--- config.mk ---
export PLATFORM = sky130hd
export DESIGN_NAME = ps2_keyboard_receiver_fifo
export DESIGN_NICKNAME = d
export VERILOG_FILES = /design/src/rtl/core/ps2kbf_pkg.sv /design/src/rtl/core/ps2_keyboard_receiver_fifo.sv
export SDC_FILE = /design/constraint.sdc
export NUM_CORES = 1
export LEC_CHECK = 0
export BUFFER_PORTS_ARGS = -buffer_cell sky130_fd_sc_hd__buf_4
export CORE_ASPECT_RATIO = 0.8
export CORE_UTILIZATION = 60
export CTS_CLUSTER_DIAMETER = 120
export DETAILED_ROUTE_END_ITERATION = 6
export PLACE_DENSITY = 0.82
export SLEW_MARGIN = 5
export SYNTH_ARGS = -nofsm -noshare
export SYNTH_HDL_FRONTEND = slang
export SYNTH_SLANG_ARGS = --single-unit
--- constraint.sdc ---
create_clock -name clock -period 4.61 [get_ports clock]
set_input_delay 0.461 -clock clock [delete_from_list [all_inputs] [get_ports clock]]
set_output_delay 0.461 -clock clock [all_outputs]
set_load 0.03 [all_outputs]
--- src/rtl/core/ps2kbf_pkg.sv ---
// ---------------------------------------------------------------------------
// ps2kbf_pkg
// shared types and constants for the ps/2 keyboard receiver with key fifo
// ---------------------------------------------------------------------------
package ps2kbf_pkg;

   localparam int unsigned CODE_W     = 8;
   localparam int unsigned MAP_IDX_W  = 7;
   localparam int unsigned MAP_SIZE   = 128;
   localparam int unsigned FUNC_W     = 2;
   localparam int unsigned REQ_DATA_W = 16;
   localparam int unsigned BITS_W     = 4;

   localparam logic [CODE_W-1:0] BREAK_PREFIX = 8'hF0;
   localparam logic [BITS_W-1:0] DATA_BITS    = 4'd8;

   // operation carried on req_tuser
   typedef enum logic [FUNC_W-1:0] {
      FUNC_EDGE      = 2'd0,
      FUNC_READ      = 2'd1,
      FUNC_MAP_WRITE = 2'd2
   } func_type;

   // position inside a ps/2 frame
   typedef enum logic [1:0] {
      PH_START  = 2'd0,
      PH_DATA   = 2'd1,
      PH_PARITY = 2'd2,
      PH_STOP   = 2'd3
   } phase_type;

endpackage

--- src/rtl/core/ps2_keyboard_receiver_fifo.sv ---
// ---------------------------------------------------------------------------
// ps2_keyboard_receiver_fifo
// ps/2 device-to-host frame receiver feeding a fifo of translated key codes
// a read item passes the input register stage, then the response register
// throughput: one item per cycle while no read waits on a full response slot;
//   the single process stage updates frame state, keymap and fifo together
// reset: synchronous, active high; clears frame state, pointers and valids,
//   keymap and fifo contents are undefined until written
// ---------------------------------------------------------------------------
module ps2_keyboard_receiver_fifo #(
   parameter int unsigned FIFO_DEPTH = 16
) (
   input  logic        clock,
   input  logic        reset,
   // request channel
   input  logic        req_tvalid,
   output logic        req_tready,
   input  logic [15:0] req_tdata,   // data_bit [0], map_index [7:1], map_value [15:8]
   input  logic [1:0]  req_tuser,   // func [1:0]
   // response channel
   output logic        rsp_tvalid,
   input  logic        rsp_tready,
   output logic [7:0]  rsp_tdata,   // key_code [7:0]
   output logic        rsp_tuser    // empty_res
);
   import ps2kbf_pkg::*;

   localparam int unsigned PTR_W = (FIFO_DEPTH > 1) ? $clog2(FIFO_DEPTH) : 1;
   localparam logic [PTR_W-1:0] PTR_LAST = PTR_W'(FIFO_DEPTH - 1);

   function automatic logic [PTR_W-1:0] next_ptr(input logic [PTR_W-1:0] p);
      logic [PTR_W-1:0] r;
      if (p == PTR_LAST) begin
         r = '0;
      end else begin
         r = p + PTR_W'(1);
      end
      return r;
   endfunction

   // input register stage
   logic                 s1_valid_ff, s1_valid_in;
   func_type             s1_func_ff;
   logic                 s1_bit_ff;
   logic [MAP_IDX_W-1:0] s1_idx_ff;
   logic [CODE_W-1:0]    s1_val_ff;
   logic                 req_accept;
   logic                 s1_go;
   logic                 out_free;

   // frame and fifo state
   phase_type         phase_ff, phase_in;
   logic [BITS_W-1:0] bits_ff, bits_in;
   logic              parity_ff, parity_in;
   logic [CODE_W-1:0] shift_ff, shift_in;
   logic [CODE_W-1:0] prev_ff, prev_in;
   logic [PTR_W-1:0]  rd_ptr_ff, rd_ptr_in;
   logic [PTR_W-1:0]  wr_ptr_ff, wr_ptr_in;

   // memories with registered read ports
   logic [CODE_W-1:0] keymap [MAP_SIZE];
   logic [CODE_W-1:0] queue  [FIFO_DEPTH];
   logic [CODE_W-1:0] km_rd_ff;    // keymap entry for the current shift byte
   logic [CODE_W-1:0] head_ff;     // queue entry at the read pointer
   logic              km_we;
   logic              q_we;
   logic [MAP_IDX_W-1:0] km_rd_addr;

   // response register
   logic              rsp_valid_ff, rsp_valid_in;
   logic [CODE_W-1:0] rsp_code_ff, rsp_code_in;
   logic              rsp_empty_ff, rsp_empty_in;

   logic fifo_empty;
   logic parity_next;

   // handshake: the stage advances unless a read waits on a full response slot
   assign out_free   = !rsp_valid_ff || rsp_tready;
   assign s1_go      = s1_valid_ff && ((s1_func_ff != FUNC_READ) || out_free);
   assign req_tready = !s1_valid_ff || s1_go;
   assign req_accept = req_tvalid && req_tready;

   always_comb begin
      s1_valid_in = s1_valid_ff;
      if (req_accept) begin
         s1_valid_in = 1'b1;
      end else if (s1_go) begin
         s1_valid_in = 1'b0;
      end
   end

   always_ff @(posedge clock) begin
      if (reset) begin
         s1_valid_ff <= 1'b0;
      end else begin
         s1_valid_ff <= s1_valid_in;
      end
   end

   always_ff @(posedge clock) begin
      if (req_accept) begin
         s1_func_ff <= func_type'(req_tuser);
         s1_bit_ff  <= req_tdata[0];
         s1_idx_ff  <= req_tdata[7:1];
         s1_val_ff  <= req_tdata[15:8];
      end
   end

   assign fifo_empty  = (rd_ptr_ff == wr_ptr_ff);
   assign parity_next = parity_ff ^ s1_bit_ff;

   // process stage: frame decode, fifo push and pop, keymap write
   always_comb begin
      phase_in     = phase_ff;
      bits_in      = bits_ff;
      parity_in    = parity_ff;
      shift_in     = shift_ff;
      prev_in      = prev_ff;
      rd_ptr_in    = rd_ptr_ff;
      wr_ptr_in    = wr_ptr_ff;
      km_we        = 1'b0;
      q_we         = 1'b0;
      rsp_valid_in = rsp_valid_ff && !rsp_tready;
      rsp_code_in  = rsp_code_ff;
      rsp_empty_in = rsp_empty_ff;

      if (s1_go) begin
         case (s1_func_ff)
            FUNC_EDGE: begin
               case (phase_ff)
                  PH_START: begin
                     // a high level at idle is not a start bit
                     if (!s1_bit_ff) begin
                        bits_in   = DATA_BITS;
                        parity_in = 1'b0;
                        phase_in  = PH_DATA;
                     end
                  end
                  PH_DATA: begin
                     shift_in  = {s1_bit_ff, shift_ff[CODE_W-1:1]};
                     parity_in = parity_next;
                     bits_in   = bits_ff - BITS_W'(1);
                     if (bits_in == '0) begin
                        phase_in = PH_PARITY;
                     end
                  end
                  PH_PARITY: begin
                     // odd parity over data and parity bit, else drop the frame
                     parity_in = parity_next;
                     phase_in  = parity_next ? PH_STOP : PH_START;
                  end
                  PH_STOP: begin
                     // good stop bit: code is done; break prefix and the code
                     // after it are not queued, and a full fifo drops the code
                     if (s1_bit_ff) begin
                        if ((shift_ff != BREAK_PREFIX) && (prev_ff != BREAK_PREFIX)
                            && (next_ptr(wr_ptr_ff) != rd_ptr_ff)) begin
                           q_we      = 1'b1;
                           wr_ptr_in = next_ptr(wr_ptr_ff);
                        end
                        prev_in = shift_ff;
                     end
                     phase_in = PH_START;
                  end
                  default: begin
                     phase_in = PH_START;
                  end
               endcase
            end
            FUNC_READ: begin
               rsp_valid_in = 1'b1;
               if (fifo_empty) begin
                  rsp_code_in  = '0;
                  rsp_empty_in = 1'b1;
               end else begin
                  rsp_code_in  = head_ff;
                  rsp_empty_in = 1'b0;
                  rd_ptr_in    = next_ptr(rd_ptr_ff);
               end
            end
            FUNC_MAP_WRITE: begin
               km_we = 1'b1;
            end
            default: begin
               // unused code, no effect
            end
         endcase
      end
   end

   always_ff @(posedge clock) begin
      if (reset) begin
         phase_ff     <= PH_START;
         bits_ff      <= '0;
         parity_ff    <= 1'b0;
         shift_ff     <= '0;
         prev_ff      <= '0;
         rd_ptr_ff    <= '0;
         wr_ptr_ff    <= '0;
         rsp_valid_ff <= 1'b0;
      end else begin
         phase_ff     <= phase_in;
         bits_ff      <= bits_in;
         parity_ff    <= parity_in;
         shift_ff     <= shift_in;
         prev_ff      <= prev_in;
         rd_ptr_ff    <= rd_ptr_in;
         wr_ptr_ff    <= wr_ptr_in;
         rsp_valid_ff <= rsp_valid_in;
      end
   end

   always_ff @(posedge clock) begin
      rsp_code_ff  <= rsp_code_in;
      rsp_empty_ff <= rsp_empty_in;
   end

   // keymap: read address follows the next shift byte so the entry is ready
   // at the stop bit; a write to that same entry is forwarded
   assign km_rd_addr = shift_in[MAP_IDX_W-1:0];

   always_ff @(posedge clock) begin
      if (km_we) begin
         keymap[s1_idx_ff] <= s1_val_ff;
      end
      if (km_we && (s1_idx_ff == km_rd_addr)) begin
         km_rd_ff <= s1_val_ff;
      end else begin
         km_rd_ff <= keymap[km_rd_addr];
      end
   end

   // code fifo: head register tracks the next read pointer, push forwarded
   always_ff @(posedge clock) begin
      if (q_we) begin
         queue[wr_ptr_ff] <= km_rd_ff;
      end
      if (q_we && (wr_ptr_ff == rd_ptr_in)) begin
         head_ff <= km_rd_ff;
      end else begin
         head_ff <= queue[rd_ptr_in];
      end
   end

   assign rsp_tvalid = rsp_valid_ff;
   assign rsp_tdata  = rsp_code_ff;
   assign rsp_tuser  = rsp_empty_ff;

   // pointers never leave the fifo range
   a_ptr_range: assert property (@(posedge clock) disable iff (reset)
      (rd_ptr_ff <= PTR_LAST) && (wr_ptr_ff <= PTR_LAST))
      else $error("fifo pointer out of range");

   // data phase always has one to eight bits left
   a_bits_in_data: assert property (@(posedge clock) disable iff (reset)
      (phase_ff == PH_DATA) |-> ((bits_ff != '0) && (bits_ff <= DATA_BITS)))
      else $error("bit counter out of range in data phase");

   // a read of an empty fifo leaves the read pointer alone
   a_empty_read_hold: assert property (@(posedge clock) disable iff (reset)
      (s1_go && (s1_func_ff == FUNC_READ) && fifo_empty) |=> $stable(rd_ptr_ff))
      else $error("read pointer moved on empty read");

   // an empty response always carries code zero
   a_empty_code_zero: assert property (@(posedge clock) disable iff (reset)
      (rsp_valid_ff && rsp_empty_ff) |-> (rsp_code_ff == '0))
      else $error("empty response with nonzero code");

   // the fifo is never pushed while full
   a_no_push_full: assert property (@(posedge clock) disable iff (reset)
      q_we |-> (next_ptr(wr_ptr_ff) != rd_ptr_ff))
      else $error("push into full fifo");

endmodule

==> reports/metrics.yaml <==
outcome: "finished with violations"
violations: "DRC"
antenna_cells: 0
synth_most_common_cell: "edfxtp_1"
grt_use_met2_pct: 45.5
io_pins: 33
initial_core_util_pct: 60.9
synth_ff_type: "edfxtp_1"
via_per_inst: 6.92
ff2ff_path_depth: 5
ctsRootBufferMaster: "clkbuf_16"
yosysWarnings: 0
synth_cell_types: 41
fin_hold_ws_ns: 0.0445
fmax_mhz: 271
dp_hpwl_um: 62900
min_path_cells: 3
skew_ns: 0.0356
leakagePower_uw: 0.0159
fp.dieH_um: 253
die_w_um: 315
synth_async_sr_flop_share_pct: 0
min_path_type: "in2reg"
avgSynthCellArea_sq_um: 23.0
post-route-drc-count: 5
synth.cells.most_frequent: "edfxtp_1 (1179), mux4_2 (376), nor2_1 (149)"
cts-buffers-inserted: 109
cp-start-kind: "flip-flop"
hold_end: "s1_valid_ff"
grt_pass1_vias: 23000
hold_viol_final: 0
syn2layout_area_growth_pct: 11.6
ff2ff_setup_slack_ns: 0.92
crit_type: "reg2reg"
cts_tree: "built"
fill_cells: 4386
portBuffers: 32
finalSetupViolCount: 0
num-nets-final: 2214
gp_congestion: 0.837
grt_max_degree: 129
track_usage_pct: 29.2
power_uw: 21500
grtUsageMet3_pct: 7.20
firstDrtPassIters: 7
grt_overflow: 0
worstPathArrival_ns: 4.07
p_per_area_nw_per_um2: 408
end_kind: "flip-flop"
synth_edf_count: 1179
holdCritStartpoint: "req_tvalid"
fin_util_pct: 68.0
grt_setup_unrepaired: "false"
cts_resized: 0
drv_cap: 0
synth_top_area_cell: "edfxtp_1"
fp.dieArea_sq_um: 79800
grtUsageMet1_pct: 41.3
cts.sinks: 1223
worst_pin_slew_ns: 1.32
insertion_delay_ns: 0.71
netlist_area_sq_um: 47200
synth_seq_area_share_pct: 76.9
cts-htree-levels: 3
maxSlewHeadroom_pct: 11.9
synth_cells: 2051
cts_hold_buffers: 18
period_needed_ns: 3.69
synth.net_count: 2085
final_max_slew_viol_count: 0
drive_gt1_share_pct: 29.1
drtIter0Drc: 3417
tns_ns: 0
drtAntennaViolNets: 0
postCtsSetupRepairBufs: 0
wl_um: 114000
grt.busiest_layer: "met2"
cts.path.max_buffers: 3
path_max_fanout: 34
synth_seq_cells: 1223
fp.coreArea_sq_um: 77400
ir_drop_v: 0.000344
r2r-end: "queue[5][2]"
num_vias: 22800
path_clk_slew_ns: 0.06
std_cell_rows: 91
critical_path_required_ns: 4.99
min_period_over_period_pct: 80.0
grt_pass1_wl_um: 163000
ys_top_cells_by_area: "edfxtp_1 (75%), mux4_2 (18%), dfxtp_1 (1.9%), nor2_1 (1.2%), clkbuf_1 (0.46%)"
antenna_found_initial: 2
synth_top_area_share_pct: 75.1
wl_per_cell_um: 34.4
stage by stage:
stage / setup WS [ns] / cells / instance area, sq um
floorplan: 1.56 / 2051 / 47200
global placement: 1.11 / 3074 / 49000
detailed placement: 1.03 / 3074 / 49000
CTS: 0.958 / 3298 / 52700
global route: 0.885 / 3298 / 52700
finish: 0.922 / 3298 / 52700
how the worst max path moves through the flow:
stage	start	to	slack [ns]	depth (start not counted)
floorplan	flip-flop	queue[0][0]	1.56	6
global placement	flip-flop	queue[0][2]	1.11	5
detailed placement	flip-flop	queue[0][2]	1.03	5
CTS	flip-flop	queue[5][2]	0.96	5
global route	flip-flop	queue[13][2]	0.88	5
finish	flip-flop	queue[5][2]	0.92	5
critical path: stages (launching register included):
cell and delay (ns):
dfxtp_4 0.76, buf_4 0.53, mux4_2 0.43, mux4_2 0.58
mux4_2 0.59, mux2_2 0.44
layer usage:
layer	wire length, um	vias to the layer above
met5	8	-
met4	4020	2
met1	41600	12000
met3	13400	247
li1	-	8907
met2	54600	1656
cells in the final DEF (no fill, tap or decap), drive strengths merged, types with 3 or more instances in the layout:
cell / Yosys / routed
mux2: 16 / 16
bufinv: 0 / 9
nor3: 6 / 6
and3: 14 / 14
dfxtp: 44 / 44
a311oi: 3 / 3
mux4: 376 / 376
clkinv: 0 / 60
o21ai: 7 / 7
dlygate4sd3: 0 / 18
ha: 12 / 12
a21oi: 13 / 13
nor2b: 30 / 30
nand2b: 4 / 4
and2: 3 / 3
mux2i: 9 / 9
edfxtp: 1179 / 1179
xor2: 8 / 8
buf: 45 / 103
nand2: 20 / 20
inv: 8 / 12
nand3b: 4 / 4
nor2: 149 / 149
nand3: 13 / 13
xnor2: 3 / 3
and4b: 4 / 4
clkbuf: 58 / 131
nor4: 4 / 4
a21boi: 3 / 3
kinds of logic after synthesis:
logic type,Yosys count,synth area share (%)
XOR/XNOR,11,0.204
adder cells (fa/ha/maj),12,0.318
buffers and inverters,111,1.04
multiplexers,401,18.5
AO/OA/AOI/OAI,35,0.462
AND/OR/NAND/NOR,258,2.53
flip-flops,1223,76.9
layout make-up:
class                      count  area (sq um)  area share [%]
clock buffer                 131          2860            5.43
clock inverter                75           649            1.23
inverter                       8          30.0          0.0570
multi-input combinational    717         10400            19.8
sequential                  1223         36300            68.9
tap                         1023          1280            2.43
timing repair buffer         121          1140            2.17
registers in the layout, indices dropped and copies added, names as in the netlist, named ones only:
name / count
keymap: 1024
queue: 128
prev_ff: 8
rsp_tdata: 8
s1_val_ff: 8
shift_ff: 8
s1_idx_ff: 7
bits_ff: 4
rd_ptr_ff: 4
wr_ptr_ff: 4
phase_ff: 2
s1_func_ff: 2
parity_ff: 1
rsp_tuser: 1
rsp_tvalid: 1
s1_bit_ff: 1
s1_valid_ff: 1
power by group:
group / switching (uW) / internal, uW / total [uW]
logic: 204 / 41.1 / 245
registers: 13.8 / 12200 / 12200
clock network: 4110 / 4950 / 9060
total: 4330 / 17200 / 21500
Power figures use the tool's default switching activity.
